### config.mk
export PLATFORM = sky130hd
export DESIGN_NAME = zone_average_color_top
export DESIGN_NICKNAME = d
export VERILOG_FILES = /design/src/sv/zac_pkg.sv /design/src/sv/zac_ram.sv /design/src/sv/zac_div.sv /design/src/sv/zone_average_color_top.sv
export SDC_FILE = /design/constraint.sdc
export NUM_CORES = 2
export LEC_CHECK = 0
export BUFFER_PORTS_ARGS = -buffer_cell sky130_fd_sc_hd__buf_2
export CAP_MARGIN = 20
export CORE_MARGIN = 2
export CORE_UTILIZATION = 35
export CTS_CLUSTER_SIZE = 25
export DETAILED_ROUTE_END_ITERATION = 10
export PLACE_DENSITY = 0.6
export SYNTH_ARGS = -nofsm -noshare
export SYNTH_HDL_FRONTEND = slang
export SYNTH_SLANG_ARGS = --single-unit
### constraint.sdc
create_clock -name i_clk -period 17.8 [get_ports i_clk]
set_input_delay 2.67 -clock i_clk [delete_from_list [all_inputs] [get_ports i_clk]]
set_output_delay 2.67 -clock i_clk [all_outputs]
set_load 0.03 [all_outputs]
### src/sv/zac_pkg.sv
// Shared constants and types for the zone average color block.
package zac_pkg;

    localparam int DEFAULT_NUM_ZONES = 16;

    // Field and register widths.
    localparam int PIXEL_W  = 24;
    localparam int CHAN_W   = 8;
    localparam int SUM_W    = 32;
    localparam int COUNT_W  = 26;
    localparam int CW_W     = 14;
    localparam int RW_W     = 13;
    localparam int RH_W     = 13;
    localparam int COL_W    = 13;
    localparam int ROW_W    = 12;
    localparam int ZONE_W   = 6;
    localparam int CFG_IDX_W = 3;
    localparam int CFG_DAT_W = 24;

    // Hard limits on the line length and the strip height.
    localparam logic [COL_W-1:0] MAX_COLUMN = 13'd8191;
    localparam logic [ROW_W-1:0] MAX_ROW    = 12'd4095;
    localparam logic [CW_W-1:0]  MAX_WIDTH  = 14'd8192;
    localparam logic [RH_W-1:0]  MAX_HEIGHT = 13'd4096;

    // Register values after reset.
    localparam logic [CW_W-1:0]      RST_CAPTURE_WIDTH  = 14'd1920;
    localparam logic [RW_W-1:0]      RST_REGION_WIDTH   = 13'd120;
    localparam logic [RH_W-1:0]      RST_REGION_HEIGHT  = 13'd480;
    localparam logic [PIXEL_W-1:0]   RST_RED_CHAN_MASK  = 24'hFF0000;
    localparam logic [PIXEL_W-1:0]   RST_GRN_CHAN_MASK  = 24'h00FF00;
    localparam logic [PIXEL_W-1:0]   RST_BLU_CHAN_MASK  = 24'h0000FF;

    typedef enum logic [CFG_IDX_W-1:0] {
        CFG_CAPTURE_WIDTH = 3'd0,
        CFG_REGION_WIDTH  = 3'd1,
        CFG_REGION_HEIGHT = 3'd2,
        CFG_RED_CHAN_MASK = 3'd3,
        CFG_GRN_CHAN_MASK = 3'd4,
        CFG_BLU_CHAN_MASK = 3'd5
    } t_cfg_index;

    // Handshake between the sequencer and one channel divider.
    typedef struct packed {
        logic start;
    } t_div_ctl;

    typedef struct packed {
        logic done;
    } t_div_sts;

endpackage

### src/sv/zac_ram.sv
// Generic single-port-write, single-port-read RAM with registered read data.
module zac_ram #(
    parameter int WIDTH = 96,
    parameter int DEPTH = 16,
    localparam int AW = (DEPTH > 1) ? $clog2(DEPTH) : 1
) (
    input  logic             i_clk,
    input  logic             i_we,
    input  logic [AW-1:0]    i_waddr,
    input  logic [WIDTH-1:0] i_wdata,
    input  logic [AW-1:0]    i_raddr,
    output logic [WIDTH-1:0] o_rdata
);

    logic [WIDTH-1:0] r_mem [DEPTH];
    logic [WIDTH-1:0] r_rdata;

    always_ff @(posedge i_clk) begin
        if (i_we) begin
            r_mem[i_waddr] <= i_wdata;
        end
        r_rdata <= r_mem[i_raddr];
    end

    assign o_rdata = r_rdata;

endmodule

### src/sv/zac_div.sv
// Restoring divider that produces an 8-bit quotient, one bit per cycle.
module zac_div
(
    input  logic                        i_clk,
    input  logic                        i_rst_n,
    input  zac_pkg::t_div_ctl           i_ctl,
    input  logic [zac_pkg::SUM_W-1:0]   i_dividend,
    input  logic [zac_pkg::COUNT_W-1:0] i_divisor,
    output zac_pkg::t_div_sts           o_sts,
    output logic [zac_pkg::CHAN_W-1:0]  o_quotient
);
    import zac_pkg::*;

    localparam int STEP_W = $clog2(CHAN_W);
    localparam int DSH_W  = COUNT_W + CHAN_W - 1;

    logic              r_busy;
    logic              r_done;
    logic [STEP_W-1:0] r_step;
    logic [SUM_W-1:0]  r_rem;
    logic [DSH_W-1:0]  r_dsh;
    logic [CHAN_W-1:0] r_q;
    logic              r_zero;

    logic             fits;
    logic [DSH_W-1:0] diff;

    // The quotient never exceeds 255 because a zone sum holds at most
    // 255 per counted pixel, so eight bits of long division suffice.
    assign fits = {{(DSH_W-SUM_W){1'b0}}, r_rem} >= r_dsh;
    assign diff = {{(DSH_W-SUM_W){1'b0}}, r_rem} - r_dsh;

    always_ff @(posedge i_clk) begin
        if (!i_rst_n) begin
            r_busy <= 1'b0;
            r_done <= 1'b0;
            r_step <= '0;
        end else begin
            r_done <= 1'b0;
            if (i_ctl.start) begin
                r_busy <= 1'b1;
                r_step <= '0;
            end else if (r_busy) begin
                r_step <= r_step + 1'b1;
                if (r_step == STEP_W'(CHAN_W - 1)) begin
                    r_busy <= 1'b0;
                    r_done <= 1'b1;
                end
            end
        end
    end

    always_ff @(posedge i_clk) begin
        if (i_ctl.start) begin
            r_rem  <= i_dividend;
            r_dsh  <= {i_divisor, {(CHAN_W-1){1'b0}}};
            r_q    <= '0;
            r_zero <= (i_divisor == '0);
        end else if (r_busy) begin
            if (fits) begin
                r_rem <= diff[SUM_W-1:0];
            end
            r_q   <= {r_q[CHAN_W-2:0], fits};
            r_dsh <= {1'b0, r_dsh[DSH_W-1:1]};
        end
    end

    assign o_sts.done = r_done;
    assign o_quotient = r_zero ? '0 : r_q;

endmodule

### src/sv/zone_average_color_top.sv
// Top level of the zone average color block: accumulation, sequencing and output.
//
// Pixels of a strip are accepted one per clock: each transfer reads its zone's
// three running sums from the sum RAM, and the sum is added and written back on
// the next cycle, with a bypass when consecutive pixels hit the same zone. The
// start-of-frame pixel clears the sums through per-zone valid bits, so no
// clearing pass is needed. After the last pixel of the strip the input stalls
// while the results are produced: the last write drains, then for each zone
// come the RAM read with the divisor product, the load, eight quotient steps
// of the three channel dividers, a step to collect the quotients and the
// output transfer, which the sink may hold off. Pixels that arrive after the
// results are sent and before the next start-of-frame mark are taken and dropped.
module zone_average_color_top #(
    parameter int NUM_ZONES = zac_pkg::DEFAULT_NUM_ZONES
) (
    input  logic                          i_clk,
    input  logic                          i_rst_n,
    // Configuration writes.
    input  logic                          i_cfg_we,
    input  logic [zac_pkg::CFG_IDX_W-1:0] i_cfg_index,
    input  logic [zac_pkg::CFG_DAT_W-1:0] i_cfg_data,
    // Pixel stream.
    input  logic                          s_axis_tvalid,
    output logic                          s_axis_tready,
    input  logic [23:0]                   s_axis_tdata,  // [23:0] pixel_value
    input  logic                          s_axis_tuser,  // [0] start_of_frame
    // Zone result stream.
    output logic                          m_axis_tvalid,
    input  logic                          m_axis_tready,
    // [5:0] zone_index, [13:6] avg_red, [21:14] avg_green, [29:22] avg_blue
    output logic [31:0]                   m_axis_tdata,
    output logic                          m_axis_tlast   // last_zone
);
    import zac_pkg::*;

    localparam int ZAW    = (NUM_ZONES > 1) ? $clog2(NUM_ZONES) : 1;
    localparam int ZCW    = $clog2(NUM_ZONES + 1);
    localparam int RAM_W  = 3 * SUM_W;
    localparam int START_W = COL_W + 7;

    typedef enum logic [2:0] {
        ST_IDLE,
        ST_RUN,
        ST_DRAIN,
        ST_READ,
        ST_LOAD,
        ST_DIV,
        ST_SEND
    } t_state;

    // Configuration registers.
    logic [CW_W-1:0]    r_capture_width;
    logic [RW_W-1:0]    r_region_width;
    logic [RH_W-1:0]    r_region_height;
    logic [PIXEL_W-1:0] r_red_chan_mask;
    logic [PIXEL_W-1:0] r_grn_chan_mask;
    logic [PIXEL_W-1:0] r_blu_chan_mask;

    // Control state.
    t_state             r_state;
    logic [COL_W-1:0]   r_col;
    logic [ROW_W-1:0]   r_row;
    logic [ZCW-1:0]     r_zone;
    logic [RW_W-1:0]    r_zcol;
    logic [NUM_ZONES-1:0] r_valid;
    logic               r_s1_valid;
    logic [ZAW-1:0]     r_oz;
    logic [START_W-1:0] r_start;
    logic               r_out_valid;

    // Payload registers.
    logic [ZAW-1:0]     r_s1_zone;
    logic [CHAN_W-1:0]  r_s1_red;
    logic [CHAN_W-1:0]  r_s1_grn;
    logic [CHAN_W-1:0]  r_s1_blu;
    logic               r_s1_base_ok;
    logic               r_byp;
    logic [RAM_W-1:0]   r_byp_data;
    logic [COUNT_W-1:0] r_n;
    logic [ZONE_W-1:0]  r_out_zone;
    logic [CHAN_W-1:0]  r_out_red;
    logic [CHAN_W-1:0]  r_out_grn;
    logic [CHAN_W-1:0]  r_out_blu;
    logic               r_out_last;

    logic               in_xfer;
    logic               sof;
    logic               pix_active;
    logic [COL_W-1:0]   col;
    logic [ROW_W-1:0]   row;
    logic [ZCW-1:0]     zone;
    logic [RW_W-1:0]    zcol;
    logic [ZAW-1:0]     za;
    logic               counted;
    logic               line_end;
    logic               row_end;
    logic               zone_end;
    logic               same_zone;
    logic [PIXEL_W-1:0] px_red;
    logic [PIXEL_W-1:0] px_grn;
    logic [PIXEL_W-1:0] px_blu;

    logic [RAM_W-1:0]   rdata;
    logic [RAM_W-1:0]   base;
    logic [RAM_W-1:0]   wdata;
    logic [ZAW-1:0]     raddr;

    logic [CW_W-1:0]    eff_w;
    logic [RH_W-1:0]    eff_h;
    logic [CW_W-1:0]    span;
    logic [CW_W-1:0]    cols;
    logic [COUNT_W-1:0] n_n;

    t_div_ctl           div_ctl;
    t_div_sts           sts_red;
    t_div_sts           sts_grn;
    t_div_sts           sts_blu;
    logic [CHAN_W-1:0]  q_red;
    logic [CHAN_W-1:0]  q_grn;
    logic [CHAN_W-1:0]  q_blu;
    logic [RAM_W-1:0]   dividend;
    logic               last_oz;

    // ---------------------------------------------------------------- config
    always_ff @(posedge i_clk) begin
        if (!i_rst_n) begin
            r_capture_width <= RST_CAPTURE_WIDTH;
            r_region_width  <= RST_REGION_WIDTH;
            r_region_height <= RST_REGION_HEIGHT;
            r_red_chan_mask <= RST_RED_CHAN_MASK;
            r_grn_chan_mask <= RST_GRN_CHAN_MASK;
            r_blu_chan_mask <= RST_BLU_CHAN_MASK;
        end else if (i_cfg_we) begin
            unique case (t_cfg_index'(i_cfg_index))
                CFG_CAPTURE_WIDTH: r_capture_width <= i_cfg_data[CW_W-1:0];
                CFG_REGION_WIDTH:  r_region_width  <= i_cfg_data[RW_W-1:0];
                CFG_REGION_HEIGHT: r_region_height <= i_cfg_data[RH_W-1:0];
                CFG_RED_CHAN_MASK: r_red_chan_mask <= i_cfg_data[PIXEL_W-1:0];
                CFG_GRN_CHAN_MASK: r_grn_chan_mask <= i_cfg_data[PIXEL_W-1:0];
                CFG_BLU_CHAN_MASK: r_blu_chan_mask <= i_cfg_data[PIXEL_W-1:0];
                default: ;
            endcase
        end
    end

    // ---------------------------------------------------------- pixel decode
    assign s_axis_tready = (r_state == ST_IDLE) || (r_state == ST_RUN);
    assign in_xfer    = s_axis_tvalid && s_axis_tready;
    assign sof        = s_axis_tuser;
    assign pix_active = in_xfer && (sof || (r_state == ST_RUN));

    // A start-of-frame pixel is counted as if every counter were zero.
    assign col  = sof ? '0 : r_col;
    assign row  = sof ? '0 : r_row;
    assign zone = sof ? '0 : r_zone;
    assign zcol = sof ? '0 : r_zcol;
    assign za   = zone[ZAW-1:0];

    // Every column stays inside the effective line width, so only a nonzero region
    // width and the zone number decide whether a pixel is counted.
    assign counted  = (r_region_width != '0) && (zone < ZCW'(NUM_ZONES));
    assign line_end = ({1'b0, col} + CW_W'(1) >= r_capture_width) || (col == MAX_COLUMN);
    assign row_end  = ({1'b0, row} + RH_W'(1) >= r_region_height) || (row == MAX_ROW);
    assign zone_end = ({1'b0, zcol} + 14'd1) == {1'b0, r_region_width};
    assign same_zone = r_s1_valid && (r_s1_zone == za);

    assign px_red = s_axis_tdata & r_red_chan_mask;
    assign px_grn = s_axis_tdata & r_grn_chan_mask;
    assign px_blu = s_axis_tdata & r_blu_chan_mask;

    // ---------------------------------------------------------- sum RAM path
    assign raddr = (r_state == ST_READ) ? r_oz : za;

    assign base = !r_s1_base_ok ? '0 : (r_byp ? r_byp_data : rdata);
    assign wdata[SUM_W-1:0]         = base[SUM_W-1:0] + SUM_W'(r_s1_red);
    assign wdata[2*SUM_W-1:SUM_W]   = base[2*SUM_W-1:SUM_W] + SUM_W'(r_s1_grn);
    assign wdata[3*SUM_W-1:2*SUM_W] = base[3*SUM_W-1:2*SUM_W] + SUM_W'(r_s1_blu);

    zac_ram #(
        .WIDTH (RAM_W),
        .DEPTH (NUM_ZONES)
    ) u_sums (
        .i_clk   (i_clk),
        .i_we    (r_s1_valid),
        .i_waddr (r_s1_zone),
        .i_wdata (wdata),
        .i_raddr (raddr),
        .o_rdata (rdata)
    );

    always_ff @(posedge i_clk) begin
        r_s1_zone    <= za;
        r_s1_red     <= px_red[23:16];
        r_s1_grn     <= px_grn[15:8];
        r_s1_blu     <= px_blu[7:0];
        r_s1_base_ok <= !sof && (r_valid[za] || same_zone);
        r_byp        <= same_zone;
        r_byp_data   <= wdata;
    end

    // ------------------------------------------------------ divisor per zone
    assign eff_w = (r_capture_width == '0) ? CW_W'(1) :
                   (r_capture_width > MAX_WIDTH) ? MAX_WIDTH : r_capture_width;
    assign eff_h = (r_region_height == '0) ? RH_W'(1) :
                   (r_region_height > MAX_HEIGHT) ? MAX_HEIGHT : r_region_height;
    assign span  = eff_w - r_start[CW_W-1:0];
    assign cols  = ((r_region_width == '0) || (r_start >= START_W'(eff_w))) ? '0 :
                   (span > {1'b0, r_region_width}) ? {1'b0, r_region_width} : span;
    assign n_n   = COUNT_W'(cols[RW_W-1:0]) * COUNT_W'(eff_h);

    always_ff @(posedge i_clk) begin
        if (r_state == ST_READ) begin
            r_n <= n_n;
        end
    end

    // ------------------------------------------------------------- dividers
    assign div_ctl.start = (r_state == ST_LOAD);
    assign dividend      = r_valid[r_oz] ? rdata : '0;

    zac_div u_div_red (
        .i_clk      (i_clk),
        .i_rst_n    (i_rst_n),
        .i_ctl      (div_ctl),
        .i_dividend (dividend[SUM_W-1:0]),
        .i_divisor  (r_n),
        .o_sts      (sts_red),
        .o_quotient (q_red)
    );

    zac_div u_div_grn (
        .i_clk      (i_clk),
        .i_rst_n    (i_rst_n),
        .i_ctl      (div_ctl),
        .i_dividend (dividend[2*SUM_W-1:SUM_W]),
        .i_divisor  (r_n),
        .o_sts      (sts_grn),
        .o_quotient (q_grn)
    );

    zac_div u_div_blu (
        .i_clk      (i_clk),
        .i_rst_n    (i_rst_n),
        .i_ctl      (div_ctl),
        .i_dividend (dividend[3*SUM_W-1:2*SUM_W]),
        .i_divisor  (r_n),
        .o_sts      (sts_blu),
        .o_quotient (q_blu)
    );

    assign last_oz = (r_oz == ZAW'(NUM_ZONES - 1));

    // ------------------------------------------------------------ sequencer
    always_ff @(posedge i_clk) begin
        if (!i_rst_n) begin
            r_state     <= ST_IDLE;
            r_col       <= '0;
            r_row       <= '0;
            r_zone      <= '0;
            r_zcol      <= '0;
            r_valid     <= '0;
            r_s1_valid  <= 1'b0;
            r_oz        <= '0;
            r_start     <= '0;
            r_out_valid <= 1'b0;
        end else begin
            r_s1_valid <= pix_active && counted;

            // Start of frame discards every sum; a write still in flight
            // from the old frame lands in the RAM but is never read.
            if (in_xfer && sof) begin
                r_valid <= '0;
            end else if (r_s1_valid) begin
                r_valid[r_s1_zone] <= 1'b1;
            end

            unique case (r_state) inside
                ST_IDLE, ST_RUN: begin
                    if (pix_active) begin
                        if (!line_end) begin
                            r_col <= col + 1'b1;
                            r_row <= row;
                            if (zone_end) begin
                                r_zcol <= '0;
                                r_zone <= (zone == ZCW'(NUM_ZONES)) ? zone : zone + 1'b1;
                            end else begin
                                r_zone <= zone;
                                r_zcol <= zcol + 1'b1;
                            end
                            r_state <= ST_RUN;
                        end else begin
                            r_col  <= '0;
                            r_zone <= '0;
                            r_zcol <= '0;
                            if (!row_end) begin
                                r_row   <= row + 1'b1;
                                r_state <= ST_RUN;
                            end else begin
                                r_row   <= '0;
                                r_state <= ST_DRAIN;
                            end
                        end
                    end
                end
                ST_DRAIN: begin
                    r_oz    <= '0;
                    r_start <= '0;
                    r_state <= ST_READ;
                end
                ST_READ: begin
                    r_state <= ST_LOAD;
                end
                ST_LOAD: begin
                    r_state <= ST_DIV;
                end
                ST_DIV: begin
                    if (sts_red.done && sts_grn.done && sts_blu.done) begin
                        r_out_valid <= 1'b1;
                        r_state     <= ST_SEND;
                    end
                end
                ST_SEND: begin
                    if (m_axis_tready) begin
                        r_out_valid <= 1'b0;
                        if (last_oz) begin
                            r_state <= ST_IDLE;
                        end else begin
                            r_oz    <= r_oz + 1'b1;
                            r_start <= r_start + START_W'(r_region_width);
                            r_state <= ST_READ;
                        end
                    end
                end
                default: r_state <= ST_IDLE;
            endcase
        end
    end

    always_ff @(posedge i_clk) begin
        if (r_state == ST_DIV) begin
            r_out_zone <= ZONE_W'(r_oz);
            r_out_red  <= q_red;
            r_out_grn  <= q_grn;
            r_out_blu  <= q_blu;
            r_out_last <= last_oz;
        end
    end

    assign m_axis_tvalid = r_out_valid;
    assign m_axis_tdata  = {2'b00, r_out_blu, r_out_grn, r_out_red, r_out_zone};
    assign m_axis_tlast  = r_out_last;

endmodule

==> flow_metrics.tcl <==
set metrics [dict create \
    status "finished, final reports clean" \
    die-area_sq_um 292000 \
    pre_cts_slack_ns 6.78 \
    grt_max_degree 237 \
    final_hold_viol_count 0 \
    slew_violations 0 \
    synth_area_leaders "edfxtp_1 53%, dfxtp_1 8.6%, nand2_1 4.6%, a211oi_1 3.7%, ha_1 3.5%" \
    hp-class "flip-flop to flip-flop" \
    dp_hpwl_mm 159 \
    layout-drive-gt1-share 0.0847 \
    ctsLongestPathBuffers 3 \
    drtAntennaViolNets 0 \
    yosysSeqAreaShare 0.614 \
    cp-endpoint "r_n[24]$_DFFE_PP_" \
    r2r_slack_ns 6.63 \
    yosysTopAreaCell "edfxtp_1" \
    coreArea_sq_um 285000 \
    final_net_count 8899 \
    crit_slowest_cell "mux2i_1" \
    drt_iter0_markers 6483 \
    cts-root-buf "clkbuf_16" \
    wirelength_mm 274 \
    h-tree-depth 4 \
    async_flop_share 0 \
    syn_inst 8440 \
    io_buffers 87 \
    final_cell_mix "1766 x edfxtp_1, 1224 x nand2_1, 500 x a211oi_1" \
    arrival_ns 11.80 \
    final_common_cell "edfxtp_1" \
    peakVddDrop_v 0.000104 \
    max_stage_delay_ns 0.94 \
    fmax_ghz 0.0895 \
    grt_overflow 0 \
    tightestPinTransition_ns 1.25 \
    cts_resized 0 \
    numCtsBuffers 224 \
    rows 196 \
    clkSinkCount 2200 \
    firstDrtPassIters 6 \
    clock_latency_ns 0.89 \
    r2r-end "r_n[24]$_DFFE_PP_" \
    globalplace.congestion 0.882 \
    grt_pass1_wl_mm 410 \
    post_cts_buffers 0 \
    ios 92 \
    holdBufCountCts 0 \
    power-per-cell-area_nw_per_um2 102 \
    end_kind "flip-flop" \
    fin_crit_ns 11.17 \
    r2r-start "r_capture_width[8]$_SDFFE_PN1P_" \
    num_vias 67500 \
    synth_top_cell_area_share 0.527 \
    yosys.cell_types.count 91 \
    total_power_w 0.0115 \
    relSlewSlack 0.166 \
    period_share 0.628 \
    start_kind "flip-flop" \
    finalSetupViolCount 0 \
    max_cap_violations 0 \
    fp.dieW_um 540 \
    cts_tree "done" \
    die_h_um 540 \
    synthFlopType "edfxtp_1" \
    grt_pass1_vias 64900 \
    synth_edf_count 1766 \
    area_growth_pct 12.4 \
    wl_per_cell_um 22.1 \
    syn_area_sq_um 101000 \
    drc 0 \
    cpMostUsedCell "inv_1" \
    antenna_cells 0 \
    start_util 0.352 \
    reg2reg_depth 42 \
    cp-startpoint "r_capture_width[8]$_SDFFE_PN1P_" \
    crit_path_max_fanout 19 \
    final.setup.tns_ns 0 \
    power.leakage_nw 40.1 \
    yosys_warnings 0 \
    path_clk_slew_ns 0.06 \
    rsz0062_at_grt "no" \
    cp.required_ns 18.43 \
    fin_ws_ns 6.63 \
    grt_use_total 0.182 \
    avgSynthCellArea_sq_um 11.9 \
    ys_ff_latch 2200 \
    critPathKind "flip-flop to flip-flop" \
    min_from "r_grn_chan_mask[12]$_SDFFE_PN1P_" \
    antenna_found_initial 4 \
    finalClockSkew_ns 0.0582 \
    vias_per_cell 5.45 \
]
power breakdown:
group,leakage [nW],switching (W),internal [W]
Clock,3.68,0.00206,0.00270
Combinational,16.6,0.000646,0.000405
Sequential,19.7,0.0000364,0.00562
Total,40.1,0.00275,0.00873
stage by stage:
stage | utilization | area, sq um | cells | hold slack (ns)
after floorplan | - | 101000 | 8443 | 0.430
after global placement | 0.368 | 105000 | 11900 | 0.442
after detailed placement | 0.368 | 105000 | 11900 | 0.446
after CTS | 0.394 | 113000 | 12300 | 0.460
after global routing | 0.396 | 113000 | 12400 | 0.482
final | 0.396 | 113000 | 12400 | 0.457
Yosys cell counts, types with 26 or more instances:
cell type and number:
fa_1 129, inv_1 400, nand4_1 33, buf_2 65, a22o_1 87, mux2i_1 127, a311oi_1 194, dfxtp_1 434
o211ai_1 26, o21a_1 48, nor3_1 65, ha_1 285, mux2_2 47, nor2b_1 97, and2_1 432, xor2_1 111
nand2_1 1225, buf_1 32, a211oi_1 500, a21oi_1 401, nor2_1 376, and3_1 33, clkbuf_1 389, edfxtp_1 1766
o21ai_0 198, a21o_1 65, xnor2_1 131, nand2b_1 43, nor4_1 29, a31oi_1 216, nand3_1 164
metal layers:
layer / vias up / global-route usage / part of all wire
li1: 30900 / - / -
met1: 34100 / 0.266 / 0.46
met2: 2200 / 0.284 / 0.45
met3: 379 / 0.0271 / 0.066
met4: 2 / 0.0420 / 0.020
met5: - / 0 / 0.000047
area by class of cell:
cell class	count	area, sq um
multi-input combinational	5344	35600
inverter	400	1510
clock inverter	124	1330
tap	3762	4710
timing repair buffer	258	1990
sequential	2200	61700
fill	26900	172000
clock buffer	303	6200
worst min path at each step:
stage | cells past startpoint | endpoint
final | 1 | r_s1_grn[4]$_DFF_P_
after global routing | 2 | r_red_chan_mask[17]$_SDFFE_PN1P_
after detailed placement | 1 | r_s1_grn[4]$_DFF_P_
after floorplan | 1 | r_s1_blu[0]$_DFF_P_
after CTS | 1 | r_s1_grn[4]$_DFF_P_
after global placement | 2 | r_red_chan_mask[17]$_SDFFE_PN1P_
state kept, by name (all words and copies together), names as in the netlist, 33 cells and up:
register         cells
u_sums.r_mem      1536
u_div_blu.r_dsh     33
r_byp_data          96
u_div_red.r_dsh     33
u_div_grn.r_dsh     33
u_sums.o_rdata      96
critical path, delay by kind of cell, from the launching register on:
family	cells	cell delay, ns
xor gates and xnor gates	2	0.32
buffers and inverters	6	0.40
AOI/OAI and AO/OA	13	3.59
adders and majority gates	8	3.23
and+or+nand+nor	11	1.63
DFF	1	0.32
muxes	2	1.41
logic make-up (layout without fill, tap and decap cells):
| group | Yosys count | count (layout) | share of synthesized area |
|---|---|---|---|
| AND/OR/NAND/NOR | 2612 | 2612 | 0.121 |
| flip-flops | 2200 | 2200 | 0.614 |
| AO/OA/AOI/OAI | 1891 | 1891 | 0.128 |
| buffers and inverters | 899 | 1085 | 0.0349 |
| adder cells (fa/ha/maj) | 414 | 414 | 0.0611 |
| XOR/XNOR | 242 | 242 | 0.0211 |
| multiplexers | 181 | 181 | 0.0195 |
| other | 1 | 4 | 0.0000373 |
Note: power is estimated with default switching activity, not from simulation.
